==> src/rtl/assert_macros.svh <==
// assertion macros shared by the tokenizer modules
`ifndef ASSERT_MACROS_SVH
`define ASSERT_MACROS_SVH

// property must hold at every clock edge outside reset
`define ASSERT_HOLDS(lbl, clk, rst, prop, msg) \
   lbl: assert property (@(posedge clk) disable iff (rst) prop) else $error(msg);

// condition must never be true at a clock edge outside reset
`define ASSERT_NEVER(lbl, clk, rst, cond, msg) \
   lbl: assert property (@(posedge clk) disable iff (rst) !(cond)) else $error(msg);

`endif

==> src/rtl/csvtok_pkg.sv <==
// shared types, codes and constants of the csv tokenizer
package csvtok_pkg;

   localparam int LINE_BITS_DEFAULT = 16;

   // character codes
   localparam logic [7:0] CH_QUOTE = 8'h22;
   localparam logic [7:0] CH_COMMA = 8'h2C;
   localparam logic [7:0] CH_CR    = 8'h0D;
   localparam logic [7:0] CH_LF    = 8'h0A;

   // result kinds
   localparam logic [2:0] KIND_DATA        = 3'd0;
   localparam logic [2:0] KIND_FIELD_END   = 3'd1;
   localparam logic [2:0] KIND_RECORD_END  = 3'd2;
   localparam logic [2:0] KIND_DONE        = 3'd3;
   localparam logic [2:0] KIND_QUOTE_ERR   = 3'd4;
   localparam logic [2:0] KIND_UNCLOSED    = 3'd5;

   // result queue
   localparam int RES_DEPTH    = 4;
   localparam int RES_PTR_BITS = $clog2(RES_DEPTH);
   localparam int RES_CNT_BITS = $clog2(RES_DEPTH + 1);

   typedef enum logic [2:0] {
      QM_UNQUOTED   = 3'b001,
      QM_IN_QUOTES  = 3'b010,
      QM_QUOTE_SEEN = 3'b100
   } quote_mode_type;

   typedef struct packed {
      logic [2:0]  kind;
      logic [7:0]  character_res;
      logic [15:0] line_number;
      logic        last;
   } result_type;

   typedef struct packed {
      logic [1:0] count;
      result_type first;
      result_type second;
   } step_type;

endpackage

==> src/rtl/csv_quoted_field_tokenizer_top.sv <==
// top level of the streaming csv tokenizer
// a character's result beats enter a registered result queue when it is taken
// one character per cycle while req_ready is high; end of input may give two
// beats, which drain one per cycle while rsp_ready is high, from a four-beat
// result queue; request ready drops only while it holds more than two beats
// synchronous reset clears parser state to line 1 and empties the queue
module csv_quoted_field_tokenizer_top #(
   parameter int LINE_BITS = csvtok_pkg::LINE_BITS_DEFAULT
) (
   input  logic        clock,
   input  logic        reset,
   input  logic        req_valid,
   output logic        req_ready,
   input  logic [7:0]  req_character,
   input  logic        req_end_of_input,
   output logic        rsp_valid,
   input  logic        rsp_ready,
   output logic [2:0]  rsp_kind,
   output logic [7:0]  rsp_character_res,
   output logic [15:0] rsp_line_number,
   output logic        rsp_last
);

   logic                   accept;
   csvtok_pkg::step_type   step;
   csvtok_pkg::result_type beat;

   assign accept = req_valid && req_ready;

   csvtok_parser #(
      .LINE_BITS(LINE_BITS)
   ) u_parser (
      .clock        (clock),
      .reset        (reset),
      .accept       (accept),
      .character    (req_character),
      .end_of_input (req_end_of_input),
      .step         (step)
   );

   csvtok_result_fifo u_fifo (
      .clock     (clock),
      .reset     (reset),
      .push      (accept),
      .step      (step),
      .space     (req_ready),
      .out_valid (rsp_valid),
      .out_ready (rsp_ready),
      .out_beat  (beat)
   );

   assign rsp_kind          = beat.kind;
   assign rsp_character_res = beat.character_res;
   assign rsp_line_number   = beat.line_number;
   assign rsp_last          = beat.last;

endmodule

==> src/rtl/csvtok_parser.sv <==
// parser state and the per-character step logic
`include "assert_macros.svh"

module csvtok_parser #(
   parameter int LINE_BITS = csvtok_pkg::LINE_BITS_DEFAULT
) (
   input  logic                 clock,
   input  logic                 reset,
   input  logic                 accept,
   input  logic [7:0]           character,
   input  logic                 end_of_input,
   output csvtok_pkg::step_type step
);

   localparam logic [LINE_BITS-1:0] LINE_MAX = {LINE_BITS{1'b1}};
   localparam logic [LINE_BITS-1:0] LINE_ONE = LINE_BITS'(1);

   csvtok_pkg::quote_mode_type qm_ff, qm_in;
   logic                       cr_pending_ff, cr_pending_in;
   logic                       field_content_ff, field_content_in;
   logic                       record_fields_ff, record_fields_in;
   logic                       halted_ff, halted_in;
   logic [LINE_BITS-1:0]       line_ff, line_in;

   logic [31:0] line_wide;
   logic [15:0] line16;

   assign line_wide = 32'(line_ff);
   assign line16    = (line_wide > 32'h0000_FFFF) ? 16'hFFFF : line_wide[15:0];

   always_comb begin
      logic                       swallow;
      logic                       unquoted;
      logic [LINE_BITS-1:0]       line_bumped;
      csvtok_pkg::result_type     r0;
      csvtok_pkg::result_type     r1;
      logic [1:0]                 n;

      qm_in            = qm_ff;
      cr_pending_in    = cr_pending_ff;
      field_content_in = field_content_ff;
      record_fields_in = record_fields_ff;
      halted_in        = halted_ff;
      line_in          = line_ff;
      swallow          = 1'b0;
      unquoted         = 1'b1;
      line_bumped      = (line_ff != LINE_MAX) ? line_ff + LINE_ONE : line_ff;
      r0               = '{kind: csvtok_pkg::KIND_DATA, character_res: 8'd0,
                           line_number: line16, last: 1'b0};
      r1               = r0;
      n                = 2'd0;

      if (end_of_input) begin
         if (!halted_ff) begin
            if (qm_ff == csvtok_pkg::QM_IN_QUOTES) begin
               r0.kind = csvtok_pkg::KIND_UNCLOSED;
               n       = 2'd1;
            end else if (field_content_ff || record_fields_ff) begin
               r0.kind = csvtok_pkg::KIND_RECORD_END;
               r1.kind = csvtok_pkg::KIND_DONE;
               n       = 2'd2;
            end else begin
               r0.kind = csvtok_pkg::KIND_DONE;
               n       = 2'd1;
            end
         end
         qm_in            = csvtok_pkg::QM_UNQUOTED;
         cr_pending_in    = 1'b0;
         field_content_in = 1'b0;
         record_fields_in = 1'b0;
         halted_in        = 1'b0;
         line_in          = LINE_ONE;
      end else if (!halted_ff) begin
         cr_pending_in = 1'b0;
         // lf right after an unquoted cr
         if (cr_pending_ff && character == csvtok_pkg::CH_LF) begin
            swallow = 1'b1;
         end
         if (!swallow && qm_ff == csvtok_pkg::QM_QUOTE_SEEN) begin
            if (character == csvtok_pkg::CH_QUOTE) begin
               // doubled quote gives a literal quote
               r0.character_res = csvtok_pkg::CH_QUOTE;
               n                = 2'd1;
               field_content_in = 1'b1;
               qm_in            = csvtok_pkg::QM_IN_QUOTES;
               swallow          = 1'b1;
            end else begin
               qm_in = csvtok_pkg::QM_UNQUOTED;
            end
         end
         if (!swallow && qm_ff == csvtok_pkg::QM_IN_QUOTES) begin
            unquoted = 1'b0;
            if (character == csvtok_pkg::CH_QUOTE) begin
               qm_in = csvtok_pkg::QM_QUOTE_SEEN;
            end else begin
               r0.character_res = character;
               n                = 2'd1;
               field_content_in = 1'b1;
               if (character == csvtok_pkg::CH_LF) begin
                  line_in = line_bumped;
               end
            end
         end
         if (!swallow && unquoted) begin
            priority if (character == csvtok_pkg::CH_COMMA) begin
               r0.kind          = csvtok_pkg::KIND_FIELD_END;
               n                = 2'd1;
               record_fields_in = 1'b1;
               field_content_in = 1'b0;
            end else if (character == csvtok_pkg::CH_QUOTE) begin
               if (field_content_ff) begin
                  r0.kind   = csvtok_pkg::KIND_QUOTE_ERR;
                  n         = 2'd1;
                  halted_in = 1'b1;
               end else begin
                  qm_in = csvtok_pkg::QM_IN_QUOTES;
               end
            end else if (character == csvtok_pkg::CH_CR || character == csvtok_pkg::CH_LF) begin
               // blank records give no record end
               if (field_content_ff || record_fields_ff) begin
                  r0.kind = csvtok_pkg::KIND_RECORD_END;
                  n       = 2'd1;
               end
               field_content_in = 1'b0;
               record_fields_in = 1'b0;
               qm_in            = csvtok_pkg::QM_UNQUOTED;
               cr_pending_in    = (character == csvtok_pkg::CH_CR);
               line_in          = line_bumped;
            end else begin
               r0.character_res = character;
               n                = 2'd1;
               field_content_in = 1'b1;
            end
         end
      end

      if (n == 2'd2) begin
         r1.last = 1'b1;
      end else begin
         r0.last = 1'b1;
      end
      step.count  = n;
      step.first  = r0;
      step.second = r1;
   end

   always_ff @(posedge clock) begin
      if (reset) begin
         qm_ff            <= csvtok_pkg::QM_UNQUOTED;
         cr_pending_ff    <= 1'b0;
         field_content_ff <= 1'b0;
         record_fields_ff <= 1'b0;
         halted_ff        <= 1'b0;
         line_ff          <= LINE_ONE;
      end else if (accept) begin
         qm_ff            <= qm_in;
         cr_pending_ff    <= cr_pending_in;
         field_content_ff <= field_content_in;
         record_fields_ff <= record_fields_in;
         halted_ff        <= halted_in;
         line_ff          <= line_in;
      end
   end

   `ASSERT_HOLDS(a_two_only_at_end, clock, reset,
      (accept && step.count == 2'd2) |-> end_of_input, "two beats from a character")
   `ASSERT_HOLDS(a_halted_silent, clock, reset,
      (accept && halted_ff && !end_of_input) |-> (step.count == 2'd0),
      "output while halted")
   `ASSERT_HOLDS(a_error_halts, clock, reset,
      (accept && !end_of_input && step.count != 2'd0 &&
       step.first.kind == csvtok_pkg::KIND_QUOTE_ERR) |=> halted_ff,
      "quote error did not halt parser")

endmodule

==> src/rtl/csvtok_result_fifo.sv <==
// small result queue that takes up to two beats per cycle and returns one while out_ready is high
`include "assert_macros.svh"

module csvtok_result_fifo (
   input  logic                   clock,
   input  logic                   reset,
   input  logic                   push,
   input  csvtok_pkg::step_type   step,
   output logic                   space,
   output logic                   out_valid,
   input  logic                   out_ready,
   output csvtok_pkg::result_type out_beat
);

   localparam int D  = csvtok_pkg::RES_DEPTH;
   localparam int PB = csvtok_pkg::RES_PTR_BITS;
   localparam int CB = csvtok_pkg::RES_CNT_BITS;

   csvtok_pkg::result_type entry_ff [D];
   logic [PB-1:0]          wr_ptr_ff, wr_ptr_in;
   logic [PB-1:0]          rd_ptr_ff, rd_ptr_in;
   logic [CB-1:0]          count_ff, count_in;
   logic [1:0]             push_n;
   logic                   pop;
   logic [PB-1:0]          wr_next;

   assign push_n    = push ? step.count : 2'd0;
   assign pop       = out_valid && out_ready;
   assign space     = (count_ff <= CB'(D - 2));
   assign out_valid = (count_ff != '0);
   assign out_beat  = entry_ff[rd_ptr_ff];
   assign wr_next   = wr_ptr_ff + PB'(1);

   assign wr_ptr_in = wr_ptr_ff + PB'(push_n);
   assign rd_ptr_in = rd_ptr_ff + PB'(pop);
   assign count_in  = count_ff + CB'(push_n) - CB'(pop);

   always_ff @(posedge clock) begin
      if (push_n != 2'd0) begin
         entry_ff[wr_ptr_ff] <= step.first;
      end
      if (push_n == 2'd2) begin
         entry_ff[wr_next] <= step.second;
      end
   end

   always_ff @(posedge clock) begin
      if (reset) begin
         wr_ptr_ff <= '0;
         rd_ptr_ff <= '0;
         count_ff  <= '0;
      end else begin
         wr_ptr_ff <= wr_ptr_in;
         rd_ptr_ff <= rd_ptr_in;
         count_ff  <= count_in;
      end
   end

   `ASSERT_NEVER(a_count_bound, clock, reset, count_ff > CB'(D), "queue count past depth")
   `ASSERT_NEVER(a_no_overflow, clock, reset,
      (push_n != 2'd0) && (count_ff > CB'(D - 2)), "push without room")
   `ASSERT_HOLDS(a_pop_drains, clock, reset,
      (pop && push_n == 2'd0) |=> (count_ff == $past(count_ff) - CB'(1)),
      "pop did not drain one beat")

endmodule

==> config.mk <==
export PLATFORM = sky130hd
export DESIGN_NAME = csv_quoted_field_tokenizer_top
export DESIGN_NICKNAME = d
export VERILOG_FILES = /design/src/rtl/csvtok_pkg.sv /design/src/rtl/csv_quoted_field_tokenizer_top.sv /design/src/rtl/csvtok_parser.sv /design/src/rtl/csvtok_result_fifo.sv
export VERILOG_INCLUDE_DIRS = /design/src /design/src/rtl
export SDC_FILE = /design/constraint.sdc
export NUM_CORES = 1
export LEC_CHECK = 0
export ABC_CLOCK_PERIOD_IN_PS = 5850
export BUFFER_PORTS_ARGS = -buffer_cell sky130_fd_sc_hd__buf_2
export CORE_ASPECT_RATIO = 1.25
export CORE_MARGIN = 3
export CORE_UTILIZATION = 65
export CTS_CLUSTER_DIAMETER = 80
export DETAILED_ROUTE_END_ITERATION = 10
export PLACE_DENSITY_LB_ADDON = 0.3
export SYNTH_ARGS = -nofsm -noshare
export SYNTH_HDL_FRONTEND = slang
export SYNTH_SLANG_ARGS = --single-unit
export TNS_END_PERCENT = 30
==> constraint.sdc <==
create_clock -name clock -period 5.85 [get_ports clock]
set_input_delay 0.2925 -clock clock [delete_from_list [all_inputs] [get_ports clock]]
set_output_delay 0.2925 -clock clock [all_outputs]
set_load 0.02 [all_outputs]
==> results_dict.tcl <==
set metrics [dict create \
    status "complete, no violations" \
    core_um2 10800 \
    drive_gt1_share_pct 20.6 \
    yosysUniqueCellTypes 77 \
    max_clock_freq_mhz 307 \
    worst-path-max-fanout 30 \
    diodes 0 \
    die_width_um 101 \
    crit_buf_inv 1 \
    max_slew_margin_pct 24.5 \
    io_pins 43 \
    drc 0 \
    start_util_pct 67.7 \
    maxSlewViolCount 0 \
    ctsHoldBuffers 0 \
    rows 42 \
    track_usage_pct 28.5 \
    start_kind "register" \
    tightest_slew_ns 1.13 \
    grt_antenna_before_repair 0 \
    final_common_cell "edfxtp_1" \
    dp_hpwl_mm 11.3 \
    hold_path_class "in2reg" \
    overflow 0 \
    critPathCaptureType "register" \
    gp_congestion 0.907 \
    seqCellArea_um2 3600 \
    post_cts_buffers 0 \
    maxCapViolCount 0 \
    cts_buffer_depth 2 \
    rsz0062_at_grt "no" \
    syn_inst 647 \
    die_h_um 125 \
    cts-resized-gates 0 \
    arrival_ns 3.34 \
    clkTransAtPathRegs_ns 0.07 \
    synth_edf_count 76 \
    worstSetupPathType "reg2reg" \
    synth_top_flop_cell "edfxtp_1" \
    multi_input_area_um2 3520 \
    critPathSlowestCell "nand3_1" \
    pre_cts_ws_ns 2.50 \
    ys_ff_latch 142 \
    die_area_um2 12600 \
    nets 701 \
    drt-initial-drc-count 369 \
    grt_max_degree 38 \
    vias 5448 \
    ys.warnings.count 0 \
    grt_pass1_vias 5629 \
    wl_per_cell_um 20.8 \
    clk-insertion-delay-late_ns 0.42 \
    fin_crit_sh_pct 55.7 \
    via_per_inst 6.60 \
    cts.sinks 142 \
    clock-root-buffer "clkbuf_16" \
    vdd_drop_max_mv 0.311 \
    cp_cell_sequence "or3b_2, o21ai_0, nor2_1, nand3_1, o31ai_4, buf_4" \
    cts_htree_levels 4 \
    layout_common_cells "edfxtp_1, and2_1, dfxtp_1" \
    skew_ns 0.0122 \
    drt-total-wl_mm 17.2 \
    nFillCells 732 \
    setup_violations 0 \
    netlist_area_um2 7330 \
    port_buffers 42 \
    worstPathRequired_ns 5.94 \
    cpLargestDelayFamily "simple AND/OR/NAND/NOR gates" \
    final_hold_viol_count 0 \
    fin_ws_ns 2.59 \
    power.leakage_nw 3.03 \
    tns_ns 0 \
    grt_pass1_wl_mm 28.2 \
    slowest_delay_ns 0.78 \
    final_antenna_net_count 0 \
    area_delta_synth_final_pct 11.3 \
    cts_tree "built" \
    cts_buffers 17 \
    fin_crit_ns 3.26 \
    async_reset_ff_share_pct 0 \
    power.density_nw_per_um2 402 \
    synth_seq_area_share_pct 49.2 \
    synth_fp_nets 667 \
    firstDrtPassIters 5 \
    synth_area_per_cell_um2 11.3 \
]
[logic make-up after synthesis]
| group | synth area share [%] |
|---|---|
| and+or+nand+nor | 19.8 |
| DFF | 49.2 |
| AOI/OAI and AO/OA | 12.7 |
| muxes | 13.3 |
| buffers and inverters | 3.16 |
| adders and majority gates | 1.30 |
| xor gates and xnor gates | 0.597 |
[cells in the mapped netlist, types with 4 or more instances]
cell type   n  area share (%)
inv_1      19            0.97
a31oi_1     6            0.51
o31ai_1     7            0.72
mux4_2     28             8.6
o21ai_4     4            0.89
nand2_1    58             3.0
nor4_1      5            0.43
clkbuf_1   15            0.77
mux2_2      4            0.61
xnor2_1     4            0.48
mux2_1      8             1.2
a32oi_1     4            0.48
dfxtp_1    66              18
nand3_1    16             1.1
nor2b_1     9            0.77
o311ai_0    7            0.84
mux2i_1    21             2.9
nor3_1     13            0.89
and2_1     72             6.1
edfxtp_1   76              31
o211ai_1    9            0.92
and3_1      4            0.34
ha_1        6             1.0
nor2_1     34             1.7
o21ai_0    19             1.3
a21oi_1    27             1.8
buf_2       8            0.55
and4_1      4            0.48
nand4_1     9            0.77
nand2b_1    4            0.34
or2_2       6            0.51
[where the power goes]
group | switching (mW) | internal [mW] | total [mW]
clock | 0.460 | 0.555 | 1.01
combinational | 0.491 | 0.402 | 0.893
sequential | 0.137 | 1.23 | 1.37
[worst register-to-register path, cell delays in order (launching register included)]
cell	delay [ns]
dfxtp_1	0.48
or3b_2	0.34
o21ai_0	0.24
nor2_1	0.50
nand3_1	0.78
o31ai_4	0.21
buf_4	0.37
[through the flow]
stage	util, %	instances	hold WS, ns	total power, mW	area [um2]
3_5_place_dp	70.2	794	0.453	2.28	7600
2_1_floorplan	-	647	0.435	2.02	7330
3_3_place_gp	70.2	794	0.442	2.24	7600
4_1_cts	75.3	826	0.255	3.29	8160
5_1_grt	75.3	826	0.273	3.42	8160
6_report	75.3	826	0.256	3.28	8160
[routing by layer]
layer	routed length, um	global-route usage, %	vias up	part of all wire, %
met5	0	0	-	0
met4	662	13.9	0	3.9
met3	895	5.77	62	5.2
met2	8900	48.7	220	52
met1	6720	33.7	2663	39
li1	-	-	2503	-
[final cells by class]
class                      count  area share (%)
inverter                      19           0.875
clock buffer                  17            5.22
tap                          132            2.03
sequential                   142            44.2
timing repair buffer          46            2.95
multi-input combinational    455            43.2
clock inverter                15            1.55
[final timing paths]
| check | startpoint | end | slack [ns] | cells after the start |
|---|---|---|---|---|
| max | u_parser.qm_ff[0] | u_fifo.entry_ff[2][6] | 2.59 | 6 |
| min | reset | u_fifo.rd_ptr_ff[1] | 0.26 | 2 |
| max reg2reg | u_parser.qm_ff[0] | u_fifo.entry_ff[2][6] | 2.59 | 6 |
| min reg2reg | u_fifo.entry_ff[1][23] | u_fifo.entry_ff[1][23] | 0.46 | 2 |
[state kept, by name (all words and copies together), names as in the netlist]
signal                     flops
u_parser.record_fields_ff      1
u_fifo.rd_ptr_ff               2
u_fifo.entry_ff              112
u_fifo.count_ff                3
u_parser.halted_ff             1
u_parser.cr_pending_ff         1
u_fifo.wr_ptr_ff               2
u_parser.qm_ff                 3
u_parser.line_ff              16
u_parser.field_content_ff      1
No activity file was read; power rests on OpenSTA's default activity.
